$ cat src/rtl/sorted_set_insert_unit_macros.svh
// Assertion macros shared by the sorted set insert unit RTL.
// Depends on nothing; the including module must provide i_clk and i_rst_n.
`ifndef SORTED_SET_INSERT_UNIT_MACROS_SVH
`define SORTED_SET_INSERT_UNIT_MACROS_SVH

// Clocked property, disabled while reset is asserted
`define SSI_ASSERT(lbl, prop, msg) \
    lbl: assert property (@(posedge i_clk) disable iff (!i_rst_n) prop) else $error(msg);

// Condition that must never hold outside reset
`define SSI_NEVER(lbl, cond, msg) \
    lbl: assert property (@(posedge i_clk) disable iff (!i_rst_n) !(cond)) else $error(msg);

`endif

$ cat src/rtl/sset_pkg.sv
// Shared types and codes for the sorted set insert unit.
// No dependencies.
`timescale 1ns / 1ps
`default_nettype none

package sset_pkg;

    // command codes
    localparam logic CMD_INSERT = 1'b0;
    localparam logic CMD_LOOKUP = 1'b1;

    // per-cycle control broadcast to every cell
    typedef struct packed {
        logic cmp_en;   // capture compare flags against the incoming key
        logic ins_en;   // commit the insert shift this cycle
    } t_cell_ctrl;

endpackage

`default_nettype wire

$ cat src/rtl/sset_cell.sv
// One storage cell of the sorted list: holds an entry, compares, shifts up.
// Depends on sset_pkg.
`timescale 1ns / 1ps
`default_nettype none

module sset_cell (
    input  wire                     i_clk,
    input  wire                     i_rst_n,
    input  wire sset_pkg::t_cell_ctrl i_ctrl,
    input  wire logic signed [31:0] i_cmp_key,
    input  wire logic signed [31:0] i_ins_key,
    input  wire logic signed [31:0] i_prev_value,
    input  wire logic               i_prev_valid,
    input  wire logic               i_prev_lt,
    output logic signed [31:0]      o_value,
    output logic                    o_valid,
    output logic                    o_lt,
    output logic                    o_boundary,
    output logic                    o_match
);

    logic signed [31:0] r_value;
    logic               r_valid;
    logic               r_lt;
    logic               r_eq;

    // first cell whose entry is not below the key
    assign o_boundary = i_prev_lt & ~r_lt;
    assign o_match    = o_boundary & r_eq;
    assign o_value    = r_value;
    assign o_valid    = r_valid;
    assign o_lt       = r_lt;

    // compare flags, taken when an item is accepted
    always_ff @(posedge i_clk) begin
        if (!i_rst_n) begin
            r_lt <= 1'b0;
            r_eq <= 1'b0;
        end else if (i_ctrl.cmp_en) begin
            r_lt <= r_valid & (r_value < i_cmp_key);
            r_eq <= r_valid & (r_value == i_cmp_key);
        end
    end

    // insert: boundary cell takes the key, cells above take their neighbour
    always_ff @(posedge i_clk) begin
        if (!i_rst_n) begin
            r_valid <= 1'b0;
        end else if (i_ctrl.ins_en) begin
            if (o_boundary) begin
                r_valid <= 1'b1;
            end else if (!r_lt) begin
                r_valid <= i_prev_valid;
            end
        end
    end

    always_ff @(posedge i_clk) begin
        if (i_ctrl.ins_en) begin
            if (o_boundary) begin
                r_value <= i_ins_key;
            end else if (!r_lt) begin
                r_value <= i_prev_value;
            end
        end
    end

endmodule

`default_nettype wire

$ cat config.mk
export PLATFORM = sky130hd
export DESIGN_NAME = sset_cell
export DESIGN_NICKNAME = d
export VERILOG_FILES = /design/src/rtl/sorted_set_insert_unit_macros.svh /design/src/rtl/sset_pkg.sv /design/src/rtl/sset_cell.sv
export SDC_FILE = /design/constraint.sdc
export NUM_CORES = 1
export LEC_CHECK = 0
export BUFFER_PORTS_ARGS = -buffer_cell sky130_fd_sc_hd__buf_4
export CAP_MARGIN = 20
export CORE_ASPECT_RATIO = 0.5
export CORE_MARGIN = 2
export CORE_UTILIZATION = 35
export CTS_CLUSTER_SIZE = 40
export DETAILED_ROUTE_END_ITERATION = 12
export PLACE_DENSITY = 0.77
export RECOVER_POWER = 100
export SLEW_MARGIN = 20
export SYNTH_ARGS = -nofsm -noshare
export SYNTH_HDL_FRONTEND = slang
export SYNTH_SLANG_ARGS = --single-unit
export TNS_END_PERCENT = 5
$ cat constraint.sdc
create_clock -name i_clk -period 6.6 [get_ports i_clk]
set_input_delay 0.33 -clock i_clk [delete_from_list [all_inputs] [get_ports i_clk]]
set_output_delay 0.33 -clock i_clk [all_outputs]
set_load 0.1 [all_outputs]
==> impl_metrics.tcl, run 1 <==
set metrics [dict create \
    status "finished with violations" \
    violations "capacitance limit, slew limit" \
    dp_hpwl_mm 5.10 \
    htreeDepth 2 \
    avgSynthCellArea_um2 11.4 \
    vias 2002 \
    multi_input_area_mm2 0.00113 \
    grtUsageTotal 0.174 \
    critPathCaptureType "primary output" \
    gp_congestion 0.852 \
    synthesis.area_mm2 0.00229 \
    drive_above_1_share 0.412 \
    path_max_fanout 34 \
    cts_hold_buf 0 \
    grt_overflow 0 \
    io_pins 138 \
    grt_pass1_vias 2077 \
    start_kind "flip-flop" \
    first_iter_violations 29 \
    clkTransAtPathRegs_ns 0.05 \
    start_util 0.370 \
    ant_nets 0 \
    cts_tree "yes" \
    slew_violations 70 \
    firstDrtPassIters 4 \
    ir_drop_mv 0.101 \
    drt-total-wl_mm 6.32 \
    total_leakage_power_nw 1.61 \
    worstPathArrival_ns 3.80 \
    p_per_area_mw_per_mm2 231 \
    grt.busiest_layer "met2" \
    synthTopCellsByArea "edfxtp_1 (42%), ha_1 (18%), mux2_2 (16%), inv_1 (5.3%), a21oi_1 (2.8%)" \
    synthCells 201 \
    fmax_mhz 242 \
    synth_top_area_frac 0.420 \
    max-slew-margin-rel -1.00 \
    grtUsageMet3 0.0398 \
    grt_first_pass_wirelength_mm 9.60 \
    tns_ns 0 \
    setup_viol_count_final 0 \
    rsz0062_at_grt "false" \
    hold_violations 0 \
    nets 475 \
    area_growth_pct 50.2 \
    final_cell_mix "buf_4 (102), clkbuf_1 (36), inv_1 (32), ha_1 (32), edfxtp_1 (32)" \
    min_path_type "input pin to flip-flop" \
    drc_errors 0 \
    finish.utilization 0.556 \
    dieHeight_um 61.1 \
    yosys.area.top_type "edfxtp_1" \
    die_w_um 118 \
    core-area_mm2 0.00618 \
    worst_pin_slew_ns 3.00 \
    num_rows 20 \
    grt_max_degree 35 \
    clockRootBuffer "clkbuf_16" \
    place_ws_ns 4.39 \
    post_dp_cell_area_mm2 0.00342 \
    io_buffers 137 \
    min_period_over_period 0.626 \
    post_drt_wl_per_cell_um 14.7 \
    grtUsageMet1 0.192 \
    register_area_mm2 0.00102 \
    layout_commonest_cell "buf_4" \
    synth_warnings 0 \
    path_class "flip-flop to primary output" \
    antenna_cells 0 \
    hold-path-cell-count 2 \
    async_reset_ff_frac 0 \
    fin_area_mm2 0.00343 \
    vias_per_cell 4.66 \
    cts_resized 0 \
    syn_nets 335 \
    skew_ns 0.00165 \
    max_cap_violations 2 \
    yosysSeqAreaShare 0.447 \
    finalPower_mw 0.792 \
    synth-seq-cells 35 \
    cp.required_ns 6.27 \
    rr_worst_depth 2 \
    grt.met2_usage 0.340 \
    setup_slack_ns 2.47 \
    die-area_mm2 0.00723 \
    cts_setup_buffers 0 \
    yosysUniqueCellTypes 29 \
    synthFlopType "edfxtp_1" \
    fin_crit_ns 4.13 \
    clockBufferDepth 2 \
    antenna_found_initial 0 \
    clk_latency_ns 0.27 \
    synth_edf_count 32 \
    cts.sinks 35 \
    cts_made_buffers 5 \
    fillers 544 \
]
## layout make-up
class	instances	share of cell area
inverter	32	0.0350
tap	88	0.0321
sequential	35	0.297
timing repair buffer	137	0.261
clock buffer	8	0.0455
multi-input combinational	130	0.329
## cell usage after synthesis (all sizes together) (4+ instances only)
library cell	n
nand2	11
nand4	7
nor2	7
a21oi	14
inv	32
edfxtp	32
mux2	32
clkbuf	4
nand3	5
ha	32
## flip-flops by register name, summed over array words and instances (netlist names)
signal   count
o_lt         1
r_eq         1
o_value     32
o_valid      1
## critical path, cell delays in order, from the launching register on
cell and delay [ns]:
dfxtp_1 0.34, nor2b_1 2.22, clkbuf_1 0.96
## metal layers
layer  vias up  part of all wire
li1       1007                 -
met1       942              0.40
met2        47              0.55
met3         6             0.041
met4         0             0.012
met5         -                 0
## path summary, 6_finish.rpt
check,slack (ns),endpoint,startpoint
max,2.47,o_boundary,o_lt
min,0.31,o_valid,i_rst_n
max reg2reg,3.29,o_value[5],o_lt
min reg2reg,0.48,r_eq,r_eq
## logic make-up after synthesis
family | synth area share
DFF | 0.447
buffers and inverters | 0.0591
muxes | 0.158
adders and majority gates | 0.175
and+or+nand+nor | 0.0854
AOI/OAI and AO/OA | 0.0761
## per-stage QoR
step / std cells / hold WS [ns]
final: 430 / 0.314
after global routing: 430 / 0.332
after CTS: 430 / 0.311
after detailed placement: 422 / 0.473
after global placement: 422 / 0.460
after floorplan: 201 / 0.449
## report_power, final
group          switching (mW)  total [mW]  leakage (nW)  internal [mW]
clock network          0.0817       0.242        0.0772          0.160
logic                   0.188       0.273          1.20         0.0856
registers              0.0102       0.276         0.337          0.266
No activity file was read; power rests on OpenSTA's default activity.
==> inputs of run 2 (changes only) <==
ABC_AREA = 1   (was not set)
PLACE_DENSITY = 0.76   (was 0.77)
clock period = 3.8 ns   (was 6.6 ns; I/O delays follow)
==> impl_metrics.tcl, run 2 <==
set metrics [dict create \
    status "finished with violations" \
    violations "capacitance limit, slew limit" \
    drive_above_1_share 0.267 \
    critPathCaptureType "primary output" \
    htreeDepth 2 \
    cts.sinks 35 \
    area_growth_pct 48.4 \
    cp.required_ns 3.61 \
    cpLargestDelayFamily "buffers and inverters" \
    start_kind "flip-flop" \
    first_iter_violations 74 \
    grt_pass1_vias 2283 \
    path_class "flip-flop to primary output" \
    hold_violations 0 \
    yosysUniqueCellTypes 23 \
    nets 571 \
    dieHeight_um 62.3 \
    num_rows 21 \
    finalPower_mw 1.46 \
    layout_commonest_cell "nand2_1" \
    rsz0062_at_grt "false" \
    min_period_over_period 0.694 \
    fin_crit_ns 2.64 \
    yosys.area.top_type "edfxtp_1" \
    tns_ns 0 \
    worst_pin_slew_ns 1.81 \
    max_cap_violations 2 \
    cts_hold_buf 0 \
    clk_latency_ns 0.28 \
    die_w_um 121 \
    cpMostUsedCell "inv_1" \
    synth-seq-cells 35 \
    syn_nets 431 \
    cts_setup_buffers 0 \
    cts_resized 0 \
    drt-total-wl_mm 6.37 \
    synthCells 297 \
    skew_ns 0.00290 \
    grt_first_pass_wirelength_mm 10.5 \
    antenna_found_initial 0 \
    core-area_mm2 0.00662 \
    grt_overflow 0 \
    ir_drop_mv 0.184 \
    post_dp_cell_area_mm2 0.00352 \
    grt_max_degree 34 \
    setup_slack_ns 1.16 \
    cts_made_buffers 5 \
    cts_tree "yes" \
    fin_area_mm2 0.00353 \
    path_buf_inv 3 \
    post_drt_wl_per_cell_um 12.0 \
    synthFlopType "edfxtp_1" \
    fmax_mhz 379 \
    final_cells 530 \
    slew_violations 67 \
    synth_warnings 0 \
    cpPeakStageDelay_ns 0.93 \
    crit_chain "inv_1 > nand2_1 > inv_1 > clkbuf_1" \
    final_cell_mix "nand2_1 (131), buf_4 (102), inv_1 (47), clkbuf_1 (37)" \
    synth_most_common_cell "nand2_1" \
    io_pins 138 \
    ant_nets 0 \
    min_path_type "input pin to flip-flop" \
    dp_hpwl_mm 5.06 \
    path_max_fanout 33 \
    die-area_mm2 0.00752 \
    largest_reg_flops 32 \
    synthTopCellsByArea "edfxtp_1 (40%), nand2_1 (21%), ha_1 (17%), inv_1 (7.1%), a21oi_1 (3.2%)" \
    async_reset_ff_frac 0 \
    synth_edf_count 32 \
    firstDrtPassIters 4 \
    vias_per_cell 4.37 \
    ys_top_cells_by_count "nand2_1 (131), inv_1 (45), edfxtp_1 (32), ha_1 (32), a21oi_1 (15)" \
    drc_errors 0 \
    vias 2315 \
    worstPathArrival_ns 2.45 \
    grtUsageTotal 0.176 \
    cpMaxStageDelayCell "clkbuf_1" \
    setup_viol_count_final 0 \
    clockBufferDepth 2 \
    p_per_area_mw_per_mm2 413 \
    gp_congestion 0.795 \
    start_util 0.360 \
    place_ws_ns 2.11 \
    max-slew-margin-rel -0.209 \
    io_buffers 137 \
    clockRootBuffer "clkbuf_16" \
    yosysSeqAreaShare 0.429 \
    total_leakage_power_nw 1.91 \
    antenna_cells 0 \
    avgSynthCellArea_um2 8.02 \
    clkTransAtPathRegs_ns 0.06 \
    synth_top_area_frac 0.404 \
    synthesis.area_mm2 0.00238 \
    place_inst 522 \
]
run 2: cell type report:
class	count	area, um2
inverter	48	180
clock inverter	2	35.0
multi-input combinational	208	1140
timing repair buffer	139	905
clock buffer	6	139
tap	92	115
sequential	35	1020
fill	659	3090
run 2: routing by layer:
layer	wire, um	global-route usage	up-vias
met5	0	0	-
met1	2800	0.213	1035
met2	3240	0.313	46
met3	219	0.0340	11
met4	108	0.0596	0
li1	-	-	1223
run 2: cell families after synthesis:
logic type	share of synthesized area
buf+inv	0.0851
compound gates	0.0567
simple gates	0.261
fa+ha+maj	0.168
flops	0.429
run 2: per-stage QoR:
step,utilization,hold WS [ns]
3_3_place_gp,0.531,0.427
5_1_grt,0.534,0.159
6_report,0.534,0.145
4_1_cts,0.557,0.142
3_5_place_dp,0.531,0.431
2_1_floorplan,-,0.326
run 2: worst paths after layout:
| path | end | depth (start not counted) | startpoint | slack, ns |
|---|---|---|---|---|
| max | o_boundary | 4 | o_lt | 1.16 |
| min | o_valid | 3 | i_prev_valid | 0.14 |
| max reg2reg | o_valid | 6 | o_lt | 1.52 |
| min reg2reg | r_eq | 2 | r_eq | 0.47 |
run 2: power breakdown:
group / internal (mW) / total, mW / switching (mW)
sequential: 0.463 / 0.480 / 0.0169
combinational: 0.139 / 0.495 / 0.357
clock: 0.326 / 0.484 / 0.158
total: 0.928 / 1.46 / 0.531
run 2: worst min-delay path, stage by stage:
cell    delay [ns]
buf_4         0.08
nor3_1        0.04
nor2_1        0.08
